File: src/hw/rtl/sem_pkg.sv
`timescale 1ns / 1ps
// Shared types and constants for the Sobel edge magnitude block.
// No dependencies; the design files refer to it by scoped names, the testbench files import it.
package sem_pkg;

    localparam int PIX_W    = 8;
    localparam int LINE_W   = 2 * PIX_W;
    localparam int GRAD_W   = 10;
    localparam int SUM_W    = 2 * GRAD_W + 1;
    localparam int ROOT_W   = 8;
    localparam int WIDTH_W  = 9;
    localparam int HEIGHT_W = 16;
    localparam int CFG_W    = 16;
    localparam int CFG_IDX_W = 1;
    localparam int MIN_SIZE = 3;
    localparam int FIRST_INTERIOR = 2;

    localparam logic [WIDTH_W-1:0]  WIDTH_RESET  = 9'd256;
    localparam logic [HEIGHT_W-1:0] HEIGHT_RESET = 16'd256;

    localparam logic [CFG_IDX_W-1:0] REG_IMAGE_WIDTH  = 1'b0;
    localparam logic [CFG_IDX_W-1:0] REG_IMAGE_HEIGHT = 1'b1;

    typedef enum logic [2:0] {
        S_IDLE,
        S_SHIFT,
        S_GRAD,
        S_SQUARE,
        S_LAUNCH,
        S_ROOT
    } state_t;

    typedef struct packed {
        logic shift;
        logic grad_en;
        logic sq_en;
    } grad_ctrl_t;

endpackage

File: src/hw/rtl/sem_line_mem.sv
`timescale 1ns / 1ps
// Line store memory: one entry per column holds the two previous lines.
// Synchronous read with a registered output. Depends on sem_pkg.
module sem_line_mem #(
    parameter int DEPTH = 256
) (
    input  logic                        clk,
    input  logic                        rd_en,
    input  logic [$clog2(DEPTH)-1:0]    rd_addr,
    input  logic                        wr_en,
    input  logic [$clog2(DEPTH)-1:0]    wr_addr,
    input  logic [sem_pkg::LINE_W-1:0]  wr_data,
    output logic [sem_pkg::LINE_W-1:0]  rd_data
);

    logic [sem_pkg::LINE_W-1:0] mem [DEPTH];
    logic [sem_pkg::LINE_W-1:0] rd_data_reg;

    always_ff @(posedge clk)
    begin
        if (wr_en)
        begin
            mem[wr_addr] <= wr_data;
        end
    end

    always_ff @(posedge clk)
    begin
        if (rd_en)
        begin
            rd_data_reg <= mem[rd_addr];
        end
    end

    assign rd_data = rd_data_reg;

endmodule

File: config.mk
export PLATFORM = sky130hd
export DESIGN_NAME = sem_line_mem
export DESIGN_NICKNAME = d
export VERILOG_FILES = /design/src/hw/rtl/sem_pkg.sv /design/src/hw/rtl/sem_line_mem.sv
export SDC_FILE = /design/constraint.sdc
export NUM_CORES = 2
export LEC_CHECK = 0
export ABC_AREA = 1
export ABC_CLOCK_PERIOD_IN_PS = 2700
export BUFFER_PORTS_ARGS = -buffer_cell sky130_fd_sc_hd__buf_4
export CAP_MARGIN = 30
export CORE_ASPECT_RATIO = 1.2
export CORE_MARGIN = 3
export CORE_UTILIZATION = 30
export DETAILED_ROUTE_END_ITERATION = 8
export GPL_TIMING_DRIVEN = 0
export PLACE_DENSITY = 0.4
export REMOVE_ABC_BUFFERS = 1
export SLEW_MARGIN = 20
export SYNTH_ARGS = -nofsm -noshare
export SYNTH_HDL_FRONTEND = slang
export SYNTH_SLANG_ARGS = --single-unit
File: constraint.sdc
create_clock -name clk -period 2.7 [get_ports clk]
set_clock_uncertainty 0.1 [all_clocks]
set_input_delay 0.27 -clock clk [delete_from_list [all_inputs] [get_ports clk]]
set_output_delay 0.27 -clock clk [all_outputs]
set_load 0.01 [all_outputs]
==> run summary <==
Std-Cell Rows: 298
Die footprint: 562000 sq um
Fin. Hold Viols: 0
Placed Cells: 20323
Max_slew headroom: 0.354
Failing checks: negative setup slack
Buffers added on ports: 50
Pre-CTS WS: -3.60 ns
Total global-route track usage: 0.206
Warnings from Yosys: 0
Slowest stage delay, CP: 0.80 ns
Initial antenna violation count: 29
Min Tclk post-route: 2.83 ns
Initial core utilization: 0.302
DRC errors left: 0
CP max FO: 16
HP Start: rd_en
Ys flop type: edfxtp_1
Layout cells sized above 1: 0.104
Pwr/cell area: 714 nW/um^2
Post-synth top area cell: edfxtp_1
Final wirelength: 603000 microns
Root Driver: clkbuf_16
WP data required: 3.24 ns
Reg-to-Reg End: rd_data[14]$_DFFE_PP_
Switch share: 0.241
Static Leak: 67.2 nW
Die X: 685 microns
Status: finished, violations left
Overflow left after global routing: 0
Hold/Removal Path Class: input port to flop
Commonest cells in the netlist: 4211 x nand2_1, 4112 x edfxtp_1, 4035 x nand3_1, 495 x buf_2, 283 x nor2_1
Worst Hold Endpoint: rd_data[0]$_DFFE_PP_
Int Power: 107 mW
Clk_lat worst skew: 1.04 ns
R2R cell count: 10
Power, Total: 140 mW
Synth top area cells: edfxtp_1 74%, nand3_1 12%, nand2_1 9.5%
Net Sw Power: 33.9 mW
TritonCTS clock tree: yes
CP max-delay cell: nor2_4
Crit-path cells: dlygate4sd3_1 -> buf_4 -> nor2_2 -> nand2_2 -> nor2_4
Setup CP Type: input port to flop
Max reg flops: 4096
Fin. max-slew vios: 0
Remaining antenna violation count: 0
Placed cell area: 178000 sq um
R2r setup slk: 0.31 ns
Hold depth: 2
Htree depth: 5
CTS buffer count: 455
Io pins: 51
Die height: 821 microns
CP endpoint kind: flop
CP top delay family: simple AND/OR/NAND/NOR gates
Crit start category: input port
Via density: 4.98
Final period utilization: 1.05
Worst Path Arrival: 3.38 ns
Mean Syn Cell Area: 12.2 sq um
Top-area cell type share of the netlist area: 0.744
Peak supply drop: 568 uV
Sequential area share after synthesis: 0.744
Flop pwr share: 0.502
Drt wl/cell: 28.2 microns
RSZ-0062 raised after global routing: true
Filler cells: 53286
Max Root-Sink Buffers: 4
Synth-to-layout area growth: 18.6%
Setup tns final: -17.00 ns
Mapped Area: 166000 sq um
Layout Cells excl Fill: 21351
HPWL after detailed placement: 303000 microns
Logic gate share of total power: 0.073
Yosys cell types: 14
Synth Register Bits: 4112
Ys async rst share: 0
GP Congestion: 0.715
Vias in the first global route: 100827
Slew @ Worst Pin: 0.966 ns
# Max-Cap Violations: 0
Buffers and inverters on the worst path: 2
Largest net degree at the start of global routing: 155
DR iter-0 viols: 9140
Post-route worst setup slack: -0.133 ns
First-pass detailed-route iteration total: 6
Count leader, synth: nand2_1
TritonCTS Sinks: 4112
Final setup viols: 248
First-pass GRT wire length: 826000 microns
Core ar.: 550000 sq um
Reg2reg start: mem[34][14]$_DFFE_PP_
EDFF count, synth: 4112
Syn Inst Count: 13617
Max Freq: 353 MHz
DR vias: 106409
Clock power share: 0.425
# nets final: 13643
Design area: 197000 sq um
Clock slew at reported path FFs: 0.06 ns
-- per-stage QoR --
stage / hold slack [ns] / utilization
4_1_cts: 0.0113 / 0.356
3_3_place_gp: 0.577 / 0.310
6_report: 0.111 / 0.358
2_1_floorplan: 0.269 / -
3_5_place_dp: 0.573 / 0.323
5_1_grt: 0.0535 / 0.358
-- cell usage in the layout (no fill, tap or decap), drive strengths merged --
cell type	synthesis	layout
buf	783	348
clkinvlp	0	4
dlygate4sd3	0	30
bufinv	0	23
clkinv	0	216
nor2	283	283
inv	39	52
nand3	4035	4035
nand2	4211	4211
bufbuf	0	74
clkbuf	154	601
edfxtp	4112	4112
diode	0	12
-- kinds of logic (layout without fill, tap and decap cells) --
family,after synthesis,after routing,share of synthesized area
buffers and inverters,976,1348,0.0321
DFF,4112,4112,0.744
and+or+nand+nor,8529,8529,0.223
other,0,12,0
-- cell type report --
cell class / count / area, sq um / share of cell area
clock inverter: 253 / 1960 / 0.00996
clock buffer: 585 / 12000 / 0.0610
timing repair inverter: 3 / 26.3 / 0.000134
tap: 7350 / 9200 / 0.0468
inverter: 39 / 215 / 0.00109
timing repair buffer: 468 / 10100 / 0.0513
antenna: 12 / 30.0 / 0.000153
sequential: 4112 / 123000 / 0.628
multi-input combinational: 8529 / 39700 / 0.202
-- worst max-delay path by stage --
| stage | start | end | slack (ns) | cells after the start |
|---|---|---|---|---|
| global placement | rd_addr[0] | rd_data[6]$_DFFE_PP_ | -147.22 | 12 |
| global route | wr_addr[6] | mem[63][1]$_DFFE_PP_ | -0.06 | 6 |
| CTS | rd_addr[0] | rd_data[5]$_DFFE_PP_ | -0.04 | 17 |
| floorplan | rd_addr[0] | rd_data[4]$_DFFE_PP_ | -8.08 | 11 |
| detailed placement | rd_addr[0] | rd_data[9]$_DFFE_PP_ | -3.60 | 18 |
| finish | wr_addr[7] | mem[3][13]$_DFFE_PP_ | -0.13 | 5 |
-- power groups by stage --
stage	sequential (mW)	clock [mW]	combinational, mW
2_1_floorplan	71.8	0	4.12
3_3_place_gp	72.0	0	10.2
3_5_place_dp	71.8	0	9.01
4_1_cts	70.4	61.0	10.3
5_1_grt	70.4	63.3	10.9
6_report	70.4	59.7	10.3
-- worst register-to-register path, cell delays in order, from the launching register on --
cell and delay, ns:
edfxtp_1 0.35, nand2_1 0.07, nand3_1 0.09, nand3_1 0.17
nand3_1 0.13, nand3_1 0.26, nand3_2 0.32, nand3_1 0.35
nand2_1 0.08, nand2_1 0.08, nand2_1 0.12
-- metal layers --
metal,vias to the layer above,routed length (microns),GRT usage
met1,54302,262000,0.276
met5,-,29,0
met2,2601,296000,0.353
met4,6,18000,0.0584
li1,48819,-,-
met3,681,26500,0.0232
-- what timing repair did --
action / in CTS / in global routing
endpoints found under the setup margin: 16 / 148
hold endpoints to repair: 2700 / 0
resized for setup: 176 / 22
hold buffers: 30 / 0
buffers inserted: 18 / 12
gates cloned: 103 / 15
pin swaps: 1 / 8
Note: power is estimated with default switching activity, not from simulation.
