### src/hw/rtl/sem_pkg.sv
`timescale 1ns / 1ps
// Shared types and constants for the Sobel edge magnitude block.
// No dependencies; the design files refer to it by scoped names, the testbench files import it.
package sem_pkg;

    localparam int PIX_W    = 8;
    localparam int LINE_W   = 2 * PIX_W;
    localparam int GRAD_W   = 10;
    localparam int SUM_W    = 2 * GRAD_W + 1;
    localparam int ROOT_W   = 8;
    localparam int WIDTH_W  = 9;
    localparam int HEIGHT_W = 16;
    localparam int CFG_W    = 16;
    localparam int CFG_IDX_W = 1;
    localparam int MIN_SIZE = 3;
    localparam int FIRST_INTERIOR = 2;

    localparam logic [WIDTH_W-1:0]  WIDTH_RESET  = 9'd256;
    localparam logic [HEIGHT_W-1:0] HEIGHT_RESET = 16'd256;

    localparam logic [CFG_IDX_W-1:0] REG_IMAGE_WIDTH  = 1'b0;
    localparam logic [CFG_IDX_W-1:0] REG_IMAGE_HEIGHT = 1'b1;

    typedef enum logic [2:0] {
        S_IDLE,
        S_SHIFT,
        S_GRAD,
        S_SQUARE,
        S_LAUNCH,
        S_ROOT
    } state_t;

    typedef struct packed {
        logic shift;
        logic grad_en;
        logic sq_en;
    } grad_ctrl_t;

endpackage

### src/hw/rtl/sem_sqrt.sv
`timescale 1ns / 1ps
// Bit-serial floor square root, one result bit per cycle, saturating at 255.
// Depends on sem_pkg.
module sem_sqrt (
    input  logic                        clk,
    input  logic                        rst_n,
    input  logic                        start,
    input  logic [sem_pkg::SUM_W-1:0]   value,
    output logic                        done,
    output logic [sem_pkg::ROOT_W-1:0]  root
);

    localparam int SQ_W = 2 * sem_pkg::ROOT_W;

    logic                        busy_reg;
    logic                        done_reg;
    logic [SQ_W-1:0]             val_reg;
    logic                        sat_reg;
    logic [sem_pkg::ROOT_W-1:0]  root_reg;
    logic [sem_pkg::ROOT_W-1:0]  bit_reg;

    logic [sem_pkg::ROOT_W-1:0]  trial;
    logic [SQ_W-1:0]             trial_sq;

    assign trial    = root_reg | bit_reg;
    assign trial_sq = trial * trial;

    always_ff @(posedge clk or negedge rst_n)
    begin
        if (!rst_n)
        begin
            busy_reg <= 1'b0;
            done_reg <= 1'b0;
        end
        else if (start)
        begin
            busy_reg <= 1'b1;
            done_reg <= 1'b0;
        end
        else if (busy_reg && bit_reg[0])
        begin
            busy_reg <= 1'b0;
            done_reg <= 1'b1;
        end
    end

    always_ff @(posedge clk)
    begin
        if (start)
        begin
            val_reg  <= value[SQ_W-1:0];
            sat_reg  <= |value[sem_pkg::SUM_W-1:SQ_W];
            root_reg <= '0;
            bit_reg  <= {1'b1, {(sem_pkg::ROOT_W-1){1'b0}}};
        end
        else if (busy_reg)
        begin
            if (trial_sq <= val_reg)
            begin
                root_reg <= trial;
            end
            bit_reg <= bit_reg >> 1;
        end
    end

    assign done = done_reg;
    assign root = sat_reg ? {sem_pkg::ROOT_W{1'b1}} : root_reg;

endmodule

### config.mk
export PLATFORM = sky130hd
export DESIGN_NAME = sem_sqrt
export DESIGN_NICKNAME = d
export VERILOG_FILES = /design/src/hw/rtl/sem_pkg.sv /design/src/hw/rtl/sem_sqrt.sv
export SDC_FILE = /design/constraint.sdc
export NUM_CORES = 1
export LEC_CHECK = 0
export BUFFER_PORTS_ARGS = -buffer_cell sky130_fd_sc_hd__buf_2
export CORE_UTILIZATION = 65
export CTS_BUF_LIST = sky130_fd_sc_hd__clkbuf_4
export DETAILED_ROUTE_END_ITERATION = 10
export GPL_TIMING_DRIVEN = 0
export HOLD_SLACK_MARGIN = 0.08
export PLACE_DENSITY = 0.9
export SYNTH_ARGS = -nofsm -noshare
export SYNTH_HDL_FRONTEND = slang
export SYNTH_SLANG_ARGS = --single-unit
### constraint.sdc
create_clock -name clk -period 11.6 [get_ports clk]
set_clock_uncertainty 0.2 [all_clocks]
set_input_delay 2.32 -clock clk [delete_from_list [all_inputs] [get_ports clk]]
set_output_delay 2.32 -clock clk [all_outputs]
set_load 0.01 [all_outputs]
==> results of run 1 <==
## synth_stat cells, drive strengths merged
master,n
nor3,5
o211ai,2
xor2,2
nor2,47
xnor2,11
o21ai,19
a31o,1
and3,1
edfxtp,17
o21a,3
and4,1
nand4b,1
or2b,1
dfrtp,2
nand4,3
o311a,1
inv,61
clkbuf,5
or2,8
nor2b,7
and2b,2
nor4,4
nor4b,1
a21o,6
a311oi,1
nand2,10
nand3,14
fa,25
o31a,1
o21bai,3
buf,3
o311ai,1
mux2i,7
and2,1
a221o,1
a211oi,2
ha,43
nor3b,1
o22ai,4
a21oi,21
dfxtp,16
a31oi,1
## critical path: stages (launching register included)
cell and delay, ns:
dfxtp_1 0.31, clkbuf_1 0.17, nor2_1 0.67, nor2_1 0.26, fa_1 0.48, fa_1 0.51, inv_1 0.05, fa_1 0.46
fa_1 0.54, inv_1 0.05, ha_1 0.35, a21oi_1 0.20, o21ai_0 0.18, a31o_2 0.28, a21oi_1 0.16, xnor2_1 0.11
ha_1 0.28, and4_4 0.24, nand4_4 0.12, a31oi_1 0.59, o21ai_0 0.19
## layer usage
layer	routed length (µm)	track usage	share of wire
met4	106	0.0876	0.016
met2	3570	0.498	0.53
met1	2720	0.320	0.40
met3	372	0.0352	0.055
met5	0	0	0
## where the power goes
part | switching (mW) | internal [mW] | leakage [nW] | total [mW]
registers | 0.00466 | 0.138 | 0.320 | 0.142
clock network | 0.0368 | 0.0251 | 0.0361 | 0.0618
logic | 0.0556 | 0.0413 | 1.53 | 0.0969
## cells by family after synthesis
kind of cell	count (synthesis)	synth area share
AO/OA/AOI/OAI	67	0.123
XOR/XNOR	13	0.0338
adder cells (fa/ha/maj)	68	0.308
buffers and inverters	69	0.0839
flip-flops	35	0.261
multiplexers	7	0.0208
AND/OR/NAND/NOR	107	0.169
## through the flow
step,instance area (µm²),cells
6_report,3670,473
5_1_grt,3670,473
4_1_cts,3670,473
3_5_place_dp,3610,465
3_3_place_gp,3610,465
2_1_floorplan,3370,366
## worst max path at each step
stage / cells after the start / to / slack (ns) / startpoint
6_report: 20 / root_reg[6] / 5.07 / bit_reg[0]
2_1_floorplan: 22 / root_reg[5] / 6.01 / bit_reg[5]
3_5_place_dp: 20 / root_reg[0] / 5.10 / bit_reg[0]
3_3_place_gp: 20 / root_reg[3] / 5.27 / bit_reg[0]
5_1_grt: 20 / root_reg[6] / 4.71 / bit_reg[0]
4_1_cts: 20 / root_reg[0] / 5.08 / bit_reg[0]
## final cells by class
| class | count | share of cell area |
|---|---|---|
| flip-flops and latches | 35 | 0.240 |
| repair buffers | 32 | 0.0437 |
| clock buffers | 6 | 0.0123 |
| inverters | 61 | 0.0625 |
| clock inverters | 2 | 0.00205 |
| plain buffers | 8 | 0.0147 |
| multi-input cells | 262 | 0.602 |
| well taps | 67 | 0.0229 |
==> flow_summary_export.csv, run 1 <==
group,metric,value,unit
worst_setup_path,timing.rr.start,"bit_reg[0]",
sta,setup_viol,0,
floorplan,start_util,0.695,
worst_setup_path,crit_arrival,6.53,ns
cts,clock_sinks,35,
sta,fin_crit_sh,0.563,
cts,hold_buffers,0,
sta,fmax,153,MHz
global_route,grt_max_degree,20,
power,p_per_area,82.1,nW/µm²
cts,clock-root-buffer,"clkbuf_4",
floorplan,io_pins,33,
cells_and_area,final_cell_mix,"inv_1 (61), nor2_1 (47), ha_1 (43), buf_2 (32), fa_1 (25)",
worst_setup_path,crit_required,11.59,ns
floorplan,die_h,74,µm
cells_and_area,utilization,0.756,
routing,drc,0,
place,io_buffer_count,32,
place,dp_hpwl,5660,µm
sta,worst_pin_slew,0.819,ns
cells_and_area,nFillCells,346,
power,p_total,0.301,mW
cts,cts_made_buffers,5,
worst_setup_path,ff2ff_setup_slack,5.07,ns
sta,final.setup.tns,0,ns
global_route,grt_overflow_total,0,
routing,viasPerCell,5.63,
cells_and_area,largest_register_ffs,16,
global_route,antenna_found_initial,0,
cells_and_area,layout_commonest_cell,"inv_1",
cells_and_area,diodes,0,
cts,cts.htree.levels,2,
routing,drt_iter0_markers,176,
sta,setup_slack,5.07,ns
synthesis,synth_fp_nets,458,
cells_and_area,drive_gt1_frac,0.155,
routing,drt-total-wl,6770,µm
cells_and_area,multi_input_area,2210,µm²
worst_setup_path,cp-end-kind,"flop",
routing,firstDrtPassIters,4,
sta,slew_headroom,0.452,
synthesis,synth_warnings,0,
synthesis,synth_top_cell_area_share,0.160,
floorplan,core_area,4850,µm²
sta,hold-worst-slack,0.328,ns
cts,clock_latency,0.33,ns
worst_hold_path,min_from,"bit_reg[5]",
sta,slew_viol_final,0,
place,gp_congestion,0.839,
sta,hold_violations,0,
synthesis,syn_inst,366,
global_route,grt_use_total,0.269,
worst_setup_path,crit_fanout,8,
cells_and_area,regArea,881,µm²
synthesis,netlist_area,3370,µm²
floorplan,die_x,74,µm
cells_and_area,area_growth,8.80,%
cts,cts_tree,"yes",
synthesis,yosysTopAreaCell,"ha_1",
sta,rsz0062_at_grt,"no",
place,place_ws,5.10,ns
global_route,grt_pass1_vias,2619,
synthesis,ys_seq_area_frac,0.261,
worst_setup_path,worstRegToRegCells,20,
cts,ctsResizeCount,0,
synthesis,synth.avg_cell_area,9.21,µm²
floorplan,num_rows,25,
worst_setup_path,crit_path_start_kind,"flop",
routing,vias,2661,
power,vdd_drop_max,0.104,mV
worst_hold_path,min_path_type,"flop to flop",
routing,detail-route-antenna-nets,0,
cts,post-cts-setup-buffers,0,
cts,clkSlewWorstSetupHoldPaths,0.11,ns
worst_setup_path,worstSetupPathType,"flop to flop",
worst_setup_path,r2r-end,"root_reg[6]",
global_route,grt_pass1_wl,11200,µm
power,p_leak,1.89,nW
synthesis,synth.area.top_cells,"ha_1 (16%), edfxtp_1 (15%), fa_1 (15%), dfxtp_1 (9.5%), inv_1 (6.8%)",
synthesis,ys_types,48,
sta,period_needed,6.53,ns
worst_hold_path,worstHoldPathCells,2,
routing,wl_per_cell,14.3,µm
worst_hold_path,whs_endpoint,"root_reg[5]",
cts,clk_path_buf_depth,2,
cells_and_area,fin_nets,497,
job,cap_viol_max_count,0,
floorplan,die_area,5480,µm²
status,status,"finished clean",
synthesis,synth-seq-cells,35,
(Power assumes the default switching activity.)
==> run 2: changes to the inputs <==
--- a/config.mk
+++ b/config.mk
@@ -5,13 +5,14 @@
 export SDC_FILE = /design/constraint.sdc
 export NUM_CORES = 1
 export LEC_CHECK = 0
+export ABC_AREA = 1
 export BUFFER_PORTS_ARGS = -buffer_cell sky130_fd_sc_hd__buf_2
-export CORE_UTILIZATION = 65
+export CORE_UTILIZATION = 56
 export CTS_BUF_LIST = sky130_fd_sc_hd__clkbuf_4
 export DETAILED_ROUTE_END_ITERATION = 10
 export GPL_TIMING_DRIVEN = 0
 export HOLD_SLACK_MARGIN = 0.08
-export PLACE_DENSITY = 0.9
+export PLACE_DENSITY = 0.83
 export SYNTH_ARGS = -nofsm -noshare
 export SYNTH_HDL_FRONTEND = slang
 export SYNTH_SLANG_ARGS = --single-unit
==> constraint.sdc (replaced) <==
create_clock -name clk -period 5.7 [get_ports clk]
set_clock_uncertainty 0.2 [all_clocks]
set_input_delay 1.14 -clock clk [delete_from_list [all_inputs] [get_ports clk]]
set_output_delay 1.14 -clock clk [all_outputs]
set_load 0.01 [all_outputs]
==> flow_summary_export.csv, run 2 <==
group,metric,value,unit
power,p_leak,2.08,nW
power,switchingPower,0.198,mW
global_route,grt_pass1_vias,2648,
sta,final.setup.tns,0,ns
cells_and_area,final_cells,523,
floorplan,start_util,0.590,
worst_setup_path,cp-end-kind,"flop",
cts,clkSlewWorstSetupHoldPaths,0.10,ns
global_route,grt_overflow_total,0,
sta,hold_violations,0,
synthesis,netlist_top_cells_count,"inv_1 (101), nand2_1 (80), ha_1 (43)",
synthesis,async_flop_share,0.0571,
worst_setup_path,crit_path_start,"root_reg[1]",
global_route,grt_max_degree,19,
routing,drt_iter0_markers,112,
power,switching_share,0.310,
synthesis,synth.avg_cell_area,8.12,µm²
worst_setup_path,slowest_stage,"fa_1",
sta,period_needed,5.37,ns
power,intPower,0.439,mW
synthesis,ys.flop_type,"edfxtp_1",
cts,cts_tree,"yes",
routing,drt-total-wl,6340,µm
cells_and_area,largest_register_ffs,16,
global_route,grt_use_total,0.217,
worst_setup_path,crit_required,5.75,ns
synthesis,synth_warnings,0,
power,p_per_area,169,nW/µm²
sta,rsz0062_at_grt,"no",
synthesis,synth_edf_count,17,
sta,fmax,186,MHz
synthesis,ys_seq_area_frac,0.268,
synthesis,netlist_area,3290,µm²
worst_setup_path,crit_path_start_kind,"flop",
power,p_clk_frac,0.272,
cells_and_area,area_growth,14.9,%
cells_and_area,fin_nets,542,
worst_setup_path,crit_fanout,8,
worst_hold_path,min_from,"bit_reg[7]",
sta,setup_slack,0.334,ns
routing,wl_per_cell,12.1,µm
place,placedCellCount,509,
worst_hold_path,min_path_type,"flop to flop",
cells_and_area,drive_gt1_frac,0.208,
sta,setup_viol,0,
worst_setup_path,crit_arrival,5.42,ns
cts,clock_sinks,35,
power,p_seq_frac,0.452,
cts,clk_path_buf_depth,2,
routing,drc,0,
routing,firstDrtPassIters,4,
worst_setup_path,cpPeakStageDelay,0.58,ns
cells_and_area,final_cell_mix,"inv_1 (98), nand2_1 (80), ha_1 (41), buf_2 (34), nor2_1 (28)",
place,io_buffer_count,32,
floorplan,die_x,78.6,µm
cts,clock_latency,0.34,ns
power,combPwrFrac,0.276,
power,vdd_drop_max,0.289,mV
cells_and_area,diodes,0,
sta,worst_pin_slew,0.370,ns
synthesis,synth.area.top_cells,"ha_1 (16%), edfxtp_1 (16%), fa_1 (15%), inv_1 (12%), dfxtp_1 (9.7%)",
synthesis,yosysMostFrequentCell,"inv_1",
worst_setup_path,worstSetupPathType,"flop to flop",
worst_hold_path,worstHoldPathCells,2,
synthesis,synth-seq-cells,35,
sta,slew_headroom,0.753,
synthesis,ys_types,30,
place,gp_congestion,0.856,
synthesis,synth_top_cell_area_share,0.164,
floorplan,die_h,78.6,µm
job,cap_viol_max_count,0,
global_route,antenna_found_initial,0,
cts,hold_buffers,0,
place,dp_hpwl,4940,µm
global_route,grt_pass1_wl,10600,µm
routing,vias,2615,
sta,hold-worst-slack,0.288,ns
cts,cts_made_buffers,5,
worst_setup_path,timing.rr.start,"root_reg[1]",
synthesis,syn_inst,405,
worst_setup_path,cpMostUsedCell,"nand2_1",
floorplan,die_area,6180,µm²
sta,fin_crit_sh,0.941,
place,place_ws,-0.147,ns
synthesis,yosysTopAreaCell,"ha_1",
status,status,"finished clean",
worst_setup_path,worstRegToRegCells,25,
routing,viasPerCell,5.00,
floorplan,io_pins,33,
cells_and_area,layout_commonest_cell,"inv_1",
floorplan,num_rows,27,
sta,slew_viol_final,0,
cts,cts.htree.levels,2,
cells_and_area,utilization,0.678,
routing,detail-route-antenna-nets,0,
floorplan,core_area,5570,µm²
synthesis,synth_fp_nets,497,
cts,clock-root-buffer,"clkbuf_4",
run 2: kinds of logic after synthesis:
| family | after synthesis | synth area share |
|---|---|---|
| simple gates | 135 | 0.170 |
| buf+inv | 106 | 0.122 |
| fa+ha+maj | 68 | 0.316 |
| compound gates | 45 | 0.0818 |
| flops | 35 | 0.268 |
| xor+xnor | 16 | 0.0426 |
run 2: power groups by stage:
stage               registers, mW  clock network, mW  logic [mW]
detailed placement          0.290                  0       0.160
floorplan                   0.288                  0       0.115
finish                      0.288              0.173       0.176
global placement            0.289                  0       0.152
CTS                         0.285              0.175       0.162
global route                0.289              0.184       0.199
run 2: metal layers:
| metal | vias to the layer above | wire, µm | GRT usage |
|---|---|---|---|
| li1 | 1328 | - | - |
| met1 | 1223 | 2810 | 0.265 |
| met2 | 60 | 3270 | 0.386 |
| met3 | 4 | 219 | 0.0291 |
| met4 | 0 | 38 | 0.0815 |
| met5 | - | 0 | 0 |
run 2: cell type report:
cell class | count | area (µm²)
fill | 450 | 1800
multi-input combinational | 264 | 2110
clock inverter | 3 | 38.8
tap | 72 | 90.1
inverter | 103 | 387
clock buffer | 5 | 37.5
buffer | 3 | 13.8
timing repair buffer | 38 | 205
sequential | 35 | 896
run 2: per-stage QoR:
| step | area (µm²) | total power, mW |
|---|---|---|
| final | 3780 | 0.637 |
| after CTS | 3630 | 0.622 |
| after detailed placement | 3540 | 0.450 |
| after global routing | 3780 | 0.672 |
| after global placement | 3540 | 0.441 |
| after floorplan | 3290 | 0.403 |
run 2: timing repair:
item,4_1_cts,5_1_grt
pin swaps,0,10
gates resized for setup,6,34
setup buffers,0,6
setup endpoints to repair,8,8
cloned,0,0
run 2: critical path, delay by kind of cell (launching register included):
family,cells,cell delay (ns)
compound gates,4,0.55
xor+xnor,1,0.20
fa+ha+maj,6,2.70
buf+inv,4,0.24
flops,1,0.35
simple gates,10,1.04
run 2: worst paths after layout:
check,slack (ns),end
min in group asynchronous,0.37,done
max in group asynchronous,4.83,busy_reg
worst min-delay path,0.29,bit_reg[7]
worst min register to register,0.29,bit_reg[7]
worst max-delay path,0.33,root_reg[7]
worst max register to register,0.33,root_reg[7]
