===== config.mk =====
export PLATFORM = sky130hd
export DESIGN_NAME = sem_grad
export DESIGN_NICKNAME = d
export VERILOG_FILES = /design/src/hw/rtl/sem_pkg.sv /design/src/hw/rtl/sem_grad.sv
export SDC_FILE = /design/constraint.sdc
export NUM_CORES = 1
export LEC_CHECK = 0
export BUFFER_PORTS_ARGS = -buffer_cell sky130_fd_sc_hd__clkbuf_2
export CAP_MARGIN = 10
export CORE_UTILIZATION = 45
export DETAILED_ROUTE_END_ITERATION = 7
export PLACE_DENSITY = 0.61
export SLEW_MARGIN = 15
export SYNTH_ARGS = -nofsm -noshare
export SYNTH_HDL_FRONTEND = slang
export SYNTH_SLANG_ARGS = --single-unit
export TNS_END_PERCENT = 5

===== constraint.sdc =====
create_clock -name clk -period 6.9 [get_ports clk]
set_input_delay 1.035 -clock clk [delete_from_list [all_inputs] [get_ports clk]]
set_output_delay 1.035 -clock clk [all_outputs]
set_load 0.02 [all_outputs]

===== src/hw/rtl/sem_pkg.sv =====
`timescale 1ns / 1ps
// Shared types and constants for the Sobel edge magnitude block.
// No dependencies; the design files refer to it by scoped names, the testbench files import it.
package sem_pkg;

    localparam int PIX_W    = 8;
    localparam int LINE_W   = 2 * PIX_W;
    localparam int GRAD_W   = 10;
    localparam int SUM_W    = 2 * GRAD_W + 1;
    localparam int ROOT_W   = 8;
    localparam int WIDTH_W  = 9;
    localparam int HEIGHT_W = 16;
    localparam int CFG_W    = 16;
    localparam int CFG_IDX_W = 1;
    localparam int MIN_SIZE = 3;
    localparam int FIRST_INTERIOR = 2;

    localparam logic [WIDTH_W-1:0]  WIDTH_RESET  = 9'd256;
    localparam logic [HEIGHT_W-1:0] HEIGHT_RESET = 16'd256;

    localparam logic [CFG_IDX_W-1:0] REG_IMAGE_WIDTH  = 1'b0;
    localparam logic [CFG_IDX_W-1:0] REG_IMAGE_HEIGHT = 1'b1;

    typedef enum logic [2:0] {
        S_IDLE,
        S_SHIFT,
        S_GRAD,
        S_SQUARE,
        S_LAUNCH,
        S_ROOT
    } state_t;

    typedef struct packed {
        logic shift;
        logic grad_en;
        logic sq_en;
    } grad_ctrl_t;

endpackage


===== src/hw/rtl/sem_grad.sv =====
`timescale 1ns / 1ps
// 3x3 window, Sobel kernels and sum of squared gradients.
// Depends on sem_pkg.
module sem_grad (
    input  logic                        clk,
    input  logic                        rst_n,
    input  sem_pkg::grad_ctrl_t         ctrl,
    input  logic [sem_pkg::LINE_W-1:0]  line_data,
    input  logic [sem_pkg::PIX_W-1:0]   pixel,
    output logic [sem_pkg::SUM_W-1:0]   sum
);

    logic [sem_pkg::PIX_W-1:0]    win_reg [9];
    logic [sem_pkg::GRAD_W-1:0]   ax_reg;
    logic [sem_pkg::GRAD_W-1:0]   ay_reg;
    logic [sem_pkg::SUM_W-1:0]    sum_reg;

    logic [sem_pkg::GRAD_W:0]     gx_pos;
    logic [sem_pkg::GRAD_W:0]     gx_neg;
    logic [sem_pkg::GRAD_W:0]     gy_pos;
    logic [sem_pkg::GRAD_W:0]     gy_neg;
    logic [sem_pkg::GRAD_W:0]     gx_abs;
    logic [sem_pkg::GRAD_W:0]     gy_abs;
    logic [2*sem_pkg::GRAD_W-1:0] sq_x;
    logic [2*sem_pkg::GRAD_W-1:0] sq_y;
    logic [sem_pkg::SUM_W-1:0]    sum_next;

    always_ff @(posedge clk or negedge rst_n)
    begin
        if (!rst_n)
        begin
            for (int i = 0; i < 9; i++)
            begin
                win_reg[i] <= '0;
            end
        end
        else if (ctrl.shift)
        begin
            for (int k = 0; k < 3; k++)
            begin
                win_reg[k*3]   <= win_reg[k*3+1];
                win_reg[k*3+1] <= win_reg[k*3+2];
            end
            win_reg[2] <= line_data[sem_pkg::LINE_W-1:sem_pkg::PIX_W];
            win_reg[5] <= line_data[sem_pkg::PIX_W-1:0];
            win_reg[8] <= pixel;
        end
    end

    always_comb
    begin
        gx_pos = (sem_pkg::GRAD_W+1)'(win_reg[2]) + (sem_pkg::GRAD_W+1)'({win_reg[5], 1'b0})
               + (sem_pkg::GRAD_W+1)'(win_reg[8]);
        gx_neg = (sem_pkg::GRAD_W+1)'(win_reg[0]) + (sem_pkg::GRAD_W+1)'({win_reg[3], 1'b0})
               + (sem_pkg::GRAD_W+1)'(win_reg[6]);
        gy_pos = (sem_pkg::GRAD_W+1)'(win_reg[6]) + (sem_pkg::GRAD_W+1)'({win_reg[7], 1'b0})
               + (sem_pkg::GRAD_W+1)'(win_reg[8]);
        gy_neg = (sem_pkg::GRAD_W+1)'(win_reg[0]) + (sem_pkg::GRAD_W+1)'({win_reg[1], 1'b0})
               + (sem_pkg::GRAD_W+1)'(win_reg[2]);
        gx_abs = (gx_pos >= gx_neg) ? (gx_pos - gx_neg) : (gx_neg - gx_pos);
        gy_abs = (gy_pos >= gy_neg) ? (gy_pos - gy_neg) : (gy_neg - gy_pos);
    end

    always_ff @(posedge clk)
    begin
        if (ctrl.grad_en)
        begin
            ax_reg <= gx_abs[sem_pkg::GRAD_W-1:0];
            ay_reg <= gy_abs[sem_pkg::GRAD_W-1:0];
        end
    end

    assign sq_x     = ax_reg * ax_reg;
    assign sq_y     = ay_reg * ay_reg;
    assign sum_next = sem_pkg::SUM_W'(sq_x) + sem_pkg::SUM_W'(sq_y);

    always_ff @(posedge clk)
    begin
        if (ctrl.sq_en)
        begin
            sum_reg <= sum_next;
        end
    end

    assign sum = sum_reg;

endmodule


==> results.toml, run 1 <==
[outcome]
outcome = "complete, no violations"

[synth]
synth_cells = 1209
yosys_warnings = 0
syn_area_mm2 = 0.0130
syn-num-nets = 1563
synth-seq-area-share = 0.233
synth_edf_count = 41
synth-async-reset-ratio = 0.637
synth.distinct_cells = 57
synth_top_cell_by_area = "fa_1"
ys.flop_type = "dfrtp_1"
synthTopCellsByArea = "fa_1 (26%), ha_1 (15%), dfrtp_1 (14%)"
syn_avg_cell_area_um2 = 10.8
yosys_register_bits = 113
synth_top_area_share = 0.255

[clocking]
cts-root-buf = "clkbuf_16"
cts.sinks = 113
cts_tree = "yes"
cts_buffers = 17
h-tree-depth = 4
clk_latency_ps = 440
clock_path_buffers = 2
clk_pin_slew_ps = 70

[placed_design]
dp_hpwl_um = 21800
gp_congestion = 0.876
io_buffers = 49
placed_area_mm2 = 0.0137

[job]
drv_cap = 0

[grt]
grt_usage = 0.193
antenna_found_initial = 0
grt_max_degree = 73
grt_first_pass_wirelength_um = 43900
grt-ovfl-total = 0
grt_pass1_vias = 8819

[sta]
drv_slew = 0
finalCritPeriodShare = 0.938
setup_violations = 0
hold_violations = 0
tns_ps = 0
skew_ps = 13.6
tightestPinTransition_ps = 915
fmax_ghz = 0.154
grt_setup_unrepaired = "no"
period_needed_ps = 6480
relSlewSlack = 0.390

[final_layout]
fin_area_mm2 = 0.0143
fillers = 2566
antennaDiodeCount = 0
areaGrowthSynthToFinish_pct = 9.74
register_area_mm2 = 0.00303
multi_input_area_mm2 = 0.00910
fin_nets = 1613
final_cell_mix = "inv_1 (204), fa_1 (166), ha_1 (159), dfrtp_1 (72), mux2_1 (70)"
drive_gt1_frac = 0.0849
final_common_cell = "inv_1"
largest_reg_flops = 72

[detailed_routing]
first_iter_violations = 293
drt-wirelength-per-cell_um = 15.8
route.detailed.drc = 0
postRouteWirelength_um = 26100
viasPerCell = 5.09
ant_nets = 0
route.vias.total = 8393
drt_first_pass_iters = 4

[setup_path]
critical_path_class = "register to register"
critPathCaptureType = "register"
worst-path-max-fanout = 5
start_kind = "register"
critPathRequiredTime_ps = 7090
cp_data_arrival_time_ps = 6660

[die]
num_io_pins = 50
die_w_um = 172
core_mm2 = 0.0282
start_util = 0.462
std_cell_rows = 61
die_h_um = 172
dieArea_mm2 = 0.0296

[hold_path]
holdCritPathClass = "register to register"
## through the flow
stage          worst slack, ps  hold WS, ps  cells  utilization
2_1_floorplan              584          454   1209            -
3_3_place_gp               490          465   1614        0.486
3_5_place_dp               361          471   1614        0.486
4_1_cts                    332          485   1646        0.506
5_1_grt                   78.9          511   1650        0.508
6_report                   425          479   1650        0.508
## worst paths after layout
path                       slack [ps]           to  depth (start not counted)         from
max                               420      sum[20]                         20    ax_reg[5]
min                               480  win_reg[38]                          1  win_reg[38]
max reg2reg                       420      sum[20]                         20    ax_reg[5]
min reg2reg                       480  win_reg[38]                          1  win_reg[38]
max in group asynchronous        5590  win_reg[69]                          1        rst_n
min in group asynchronous         740   win_reg[6]                          1        rst_n
## cell families (layout without fill, tap and decap cells)
logic type	Yosys count	in the layout	synth area share
AOI/OAI and AO/OA	160	160	0.0860
xor gates and xnor gates	69	69	0.0464
adders and majority gates	325	325	0.408
buffers and inverters	239	302	0.0695
DFF	113	113	0.233
muxes	90	90	0.0761
and+or+nand+nor	213	213	0.0814
## what timing repair did
item                       4_1_cts  5_1_grt
buffers inserted                 0        4
resized for setup                0        2
setup endpoints to repair        0        1
hold buffers                     0        0
## synth_stat cells, drive strengths merged (29+ instances only)
cell type / instances
a21o: 34
dfrtp: 72
fa: 166
ha: 159
nor2: 45
nand2: 62
inv: 205
xor2: 29
mux2: 72
a21oi: 35
clkbuf: 33
and2: 53
edfxtp: 41
xnor2: 40
## metal layers
| metal | global-route usage | part of all wire | vias up |
|---|---|---|---|
| met5 | 0 | 0 | - |
| li1 | - | - | 4078 |
| met4 | 0.0566 | 0.018 | 0 |
| met2 | 0.344 | 0.52 | 94 |
| met1 | 0.243 | 0.44 | 4191 |
| met3 | 0.0268 | 0.021 | 30 |
## critical path, stage by stage (launching register included)
cell      delay [ps]
edfxtp_1         400
inv_1            150
nor2_1            90
fa_1             580
inv_1             70
fa_1             530
inv_1             50
fa_1             470
fa_1             560
fa_1             420
fa_1             520
inv_1             60
fa_1             530
inv_1             40
ha_1             350
a21oi_1          160
o21ai_1          130
a221oi_2         300
o31ai_2          150
or4_1            500
and3_1           150
## final cells by class
type | count | share of cell area
multi-input combinational | 857 | 0.637
sequential | 113 | 0.212
inverter | 205 | 0.0538
tap | 378 | 0.0331
clock buffer | 18 | 0.0300
timing repair buffer | 65 | 0.0257
clock inverter | 14 | 0.00858
Power of run 1 is not shown: default switching activity piles up to over one toggle a cycle in this logic, so the estimate is an artifact.
==> inputs of run 2 (changes only) <==
--- a/config.mk
+++ b/config.mk
@@ -5,6 +5,7 @@
 export SDC_FILE = /design/constraint.sdc
 export NUM_CORES = 1
 export LEC_CHECK = 0
+export ABC_AREA = 1
 export BUFFER_PORTS_ARGS = -buffer_cell sky130_fd_sc_hd__clkbuf_2
 export CAP_MARGIN = 10
 export CORE_UTILIZATION = 45
==> results.toml, run 2 <==
[outcome]
outcome = "complete, no violations"

[final_layout]
largest_reg_flops = 72
antennaDiodeCount = 0
fin_nets = 2040
final_common_cell = "nand2_1"
fin_area_mm2 = 0.0150
final_cell_mix = "nand2_1 (415), inv_1 (376), fa_1 (166), ha_1 (159), a21oi_1 (76)"
drive_gt1_frac = 0.0789
areaGrowthSynthToFinish_pct = 8.22

[detailed_routing]
first_iter_violations = 554
postRouteWirelength_um = 30200
drt_first_pass_iters = 5
drt-wirelength-per-cell_um = 14.4
route.detailed.drc = 0
route.vias.total = 10100
viasPerCell = 4.86
ant_nets = 0

[die]
die_h_um = 178
num_io_pins = 50
core_mm2 = 0.0300
dieArea_mm2 = 0.0315
std_cell_rows = 63
start_util = 0.463
die_w_um = 178

[synth]
synth_edf_count = 41
synth.most_common_cell = "nand2_1"
synth.distinct_cells = 41
syn_avg_cell_area_um2 = 8.36
yosys_warnings = 0
synth_top_cell_by_area = "fa_1"
synth-async-reset-ratio = 0.637
ys_top_cells_by_count = "nand2_1 (415), inv_1 (376), fa_1 (166)"
yosys_register_bits = 113
syn_area_mm2 = 0.0139
ys.flop_type = "dfrtp_1"
synth_cells = 1659
synthTopCellsByArea = "fa_1 (24%), ha_1 (14%), dfrtp_1 (13%)"
synth_top_area_share = 0.240
synth-seq-area-share = 0.219
syn-num-nets = 2013

[setup_path]
cp_data_arrival_time_ps = 6150
worst-path-max-fanout = 11
critPathRequiredTime_ps = 7080
critical_path_class = "register to register"
start_kind = "register"
r2r_setup_slack_ps = 920
critPathCaptureType = "register"

[placed_design]
dp_hpwl_um = 25300
placed_area_mm2 = 0.0144
io_buffers = 49
gp_congestion = 0.874

[sta]
fmax_ghz = 0.167
tns_ps = 0
skew_ps = 16.6
relSlewSlack = 0.269
hold_violations = 0
grt_setup_unrepaired = "no"
period_needed_ps = 5980
setup_violations = 0
finalCritPeriodShare = 0.866
drv_slew = 0
tightestPinTransition_ps = 1100

[clocking]
cts_setup_buffers = 0
clk_pin_slew_ps = 60
h-tree-depth = 4
cts_tree = "yes"
cts.sinks = 113
cts_hold_buf = 0
cts-resized-gates = 0
clk_latency_ps = 430
clock_path_buffers = 2
cts_buffers = 17
cts-root-buf = "clkbuf_16"

[grt]
grt_first_pass_wirelength_um = 50800
grt_pass1_vias = 10400
grt_usage = 0.207
grt_max_degree = 121
antenna_found_initial = 0
grt-ovfl-total = 0

[job]
drv_cap = 0

[hold_path]
holdCritPathClass = "register to register"
-- run 2: cell count changes after synthesis, sizes merged, moves of 18 or more --
cell,before,now
nand3,8,75
xnor2,40,14
nand2,62,421
inv,205,380
a21oi,35,77
nor2,45,63
o21ai,22,43
a21o,34,6
mux2i,18,0
mux2,72,24
and2,53,0
-- run 2: logic make-up (layout without fill, tap and decap cells) --
family | after synthesis | count (layout) | share of synthesized area
compound gates | 139 | 139 | 0.0544
xor+xnor | 52 | 52 | 0.0329
fa+ha+maj | 325 | 325 | 0.383
buf+inv | 422 | 462 | 0.117
flops | 113 | 113 | 0.219
mux | 24 | 24 | 0.0195
simple gates | 584 | 584 | 0.174
-- run 2: worst max-delay path, cell delays in order (launching register included) --
cell and delay (ps):
edfxtp_1 610, nand2_1 150, fa_1 500, inv_1 50
fa_1 490, inv_1 50, fa_1 500, inv_1 50
fa_1 490, fa_1 520, fa_1 550, inv_1 50
fa_1 530, inv_1 40, ha_1 350, nand2_1 90
inv_1 80, nand2_1 50, o21ai_1 280, nand3_1 140
nand3_1 90, nand2_1 60
-- run 2: final cells by class --
| cell class | instances | area (um2) |
|---|---|---|
| fill | 2868 | 15000 |
| clock inverter | 15 | 164 |
| sequential | 113 | 3030 |
| timing repair buffer | 50 | 255 |
| multi-input combinational | 1124 | 9210 |
| inverter | 380 | 1430 |
| tap | 390 | 488 |
| clock buffer | 17 | 425 |
-- run 2: per-stage QoR --
stage	utilization	worst slack, ps	hold WS, ps	instances
floorplan	-	1220	477	1659
global placement	0.481	1040	502	2057
detailed placement	0.481	917	512	2057
CTS	0.501	902	519	2089
global route	0.501	542	540	2089
finish	0.501	924	517	2089
-- run 2: metal layers --
| layer | GRT usage | wire (um) |
|---|---|---|
| met1 | 0.247 | 12800 |
| met2 | 0.383 | 15700 |
| met3 | 0.0270 | 870 |
| met4 | 0.0670 | 800 |
| met5 | 0 | 0 |
-- run 2: final timing paths --
kind | start | endpoint | depth (start not counted)
setup / recovery | ax_reg[2] | sum[18] | 21
hold reg to reg | win_reg[35] | win_reg[43] | 2
hold / removal | win_reg[35] | win_reg[43] | 2
min in group asynchronous | rst_n | win_reg[27] | 2
max in group asynchronous | rst_n | win_reg[65] | 2
setup reg to reg | ax_reg[2] | sum[18] | 21
Power of run 2 is left out for the same reason.
==> inputs of run 3 (changes only) <==
--- a/config.mk
+++ b/config.mk
@@ -6,11 +6,11 @@
 export NUM_CORES = 1
 export LEC_CHECK = 0
 export ABC_AREA = 1
-export BUFFER_PORTS_ARGS = -buffer_cell sky130_fd_sc_hd__clkbuf_2
 export CAP_MARGIN = 10
 export CORE_UTILIZATION = 45
 export DETAILED_ROUTE_END_ITERATION = 7
-export PLACE_DENSITY = 0.61
+export DONT_BUFFER_PORTS = 1
+export PLACE_DENSITY = 0.66
 export SLEW_MARGIN = 15
 export SYNTH_ARGS = -nofsm -noshare
 export SYNTH_HDL_FRONTEND = slang
==> results.toml, run 3 (synthesis gave the netlist of run 2 again) <==
[setup_path]
start_kind = "register"
critical_path_class = "register to register"
reg2reg_depth = 19
r2r_setup_slack_ps = 930
cp_data_arrival_time_ps = 6170
critPathRequiredTime_ps = 7100
r2r-end = "sum[18]"
critPathCaptureType = "register"
r2r_start = "ay_reg[5]"
worst-path-max-fanout = 10

[sta]
period_needed_ps = 5970
fmax_ghz = 0.168
drv_slew = 0
setup_violations = 0
skew_ps = 19.6
hold_violations = 0
tns_ps = 0
tightestPinTransition_ps = 503
grt_setup_unrepaired = "no"
relSlewSlack = 0.665
finalCritPeriodShare = 0.865

[clocking]
cts_hold_buf = 0
cts_buffers = 17
clk_pin_slew_ps = 70
cts-resized-gates = 0
cts-root-buf = "clkbuf_16"
cts_tree = "yes"
clock_path_buffers = 2
h-tree-depth = 4
cts.sinks = 113
clk_latency_ps = 450
cts_setup_buffers = 0

[detailed_routing]
postRouteWirelength_um = 29800
drt_first_pass_iters = 8
ant_nets = 0
route.detailed.drc = 0
viasPerCell = 4.95
route.vias.total = 10100
first_iter_violations = 564
drt-wirelength-per-cell_um = 14.6

[die]
die_h_um = 178
num_io_pins = 50
std_cell_rows = 63
start_util = 0.463
die_w_um = 178
dieArea_mm2 = 0.0315
core_mm2 = 0.0300

[placed_design]
gp_congestion = 0.895
io_buffers = 0
dp_hpwl_um = 24900

[grt]
antenna_found_initial = 0
use_met3 = 0.0330
grt_max_degree = 121
grt_use_met2 = 0.367
grt_most_used_layer = "met2"
grt_first_pass_wirelength_um = 50200
grt_pass1_vias = 10400
grt_usage = 0.204
grt-ovfl-total = 0
grt_use_met1 = 0.245

[final_layout]
drive_gt1_frac = 0.0509
largest_reg_flops = 72
fin_nets = 1990
final_common_cell = "nand2_1"
areaGrowthSynthToFinish_pct = 6.45
antennaDiodeCount = 0
final_cell_mix = "nand2_1 (415), inv_1 (376), fa_1 (166), ha_1 (159), a21oi_1 (76)"
fillers = 2863

[hold_path]
holdCritPathClass = "input pin to async pin"

[outcome]
outcome = "complete, no violations"

[job]
drv_cap = 0
## run 3: changes by cell type in the layout (fill, tap and decap cells not counted), sizes merged
| cell | change |
|---|---|
| clkbuf | -47 |
| bufinv | +1 |
| clkinv | +3 |
| inv | -4 |
| buf | -3 |
## run 3: metrics by stage
stage	instances	cell area [um2]	utilization	setup slack, ps	hold WS (ps)
global placement	2007	14200	0.473	1080	500
global route	2039	14800	0.493	609	268
CTS	2039	14800	0.493	910	265
floorplan	1659	13900	-	1220	477
finish	2039	14800	0.493	934	279
detailed placement	2007	14200	0.473	937	505
## run 3: how the worst max path moves through the flow
stage / start / endpoint / depth (start not counted)
final: ay_reg[5] / sum[18] / 19
after global routing: ay_reg[3] / sum[15] / 21
after CTS: ax_reg[4] / sum[18] / 21
after detailed placement: ax_reg[4] / sum[18] / 21
after global placement: ax_reg[4] / sum[19] / 22
after floorplan: ax_reg[2] / sum[18] / 22
## run 3: critical path, stage by stage (launching register included)
cell and delay [ps]:
edfxtp_1 640, nand2_1 190, inv_1 100, fa_1 460
fa_1 460, fa_1 480, fa_1 520, fa_1 520
fa_1 540, inv_1 50, fa_1 540, inv_1 40
ha_1 350, nand2_1 110, inv_1 90, nand2_1 60
o21ai_1 280, nand3_1 140, nand3_1 90, nand2_1 50
## run 3: area by class of cell
| type | count | area (um2) | area share |
|---|---|---|---|
| Multi-Input combinational cell | 1124 | 9210 | 0.624 |
| Sequential cell | 113 | 3030 | 0.206 |
| Inverter | 380 | 1430 | 0.0967 |
| Tap cell | 390 | 488 | 0.0331 |
| Clock buffer | 17 | 425 | 0.0288 |
| Clock inverter | 15 | 174 | 0.0118 |
## run 3: per-layer routing
layer  part of all wire  wire length, um  vias up
met1               0.42            12600     4797
met3              0.037             1090       55
met2               0.51            15200      207
li1                   -                -     5026
met4              0.030              895        0
met5                  0                0        -
Power of run 3 is left out for the same reason.
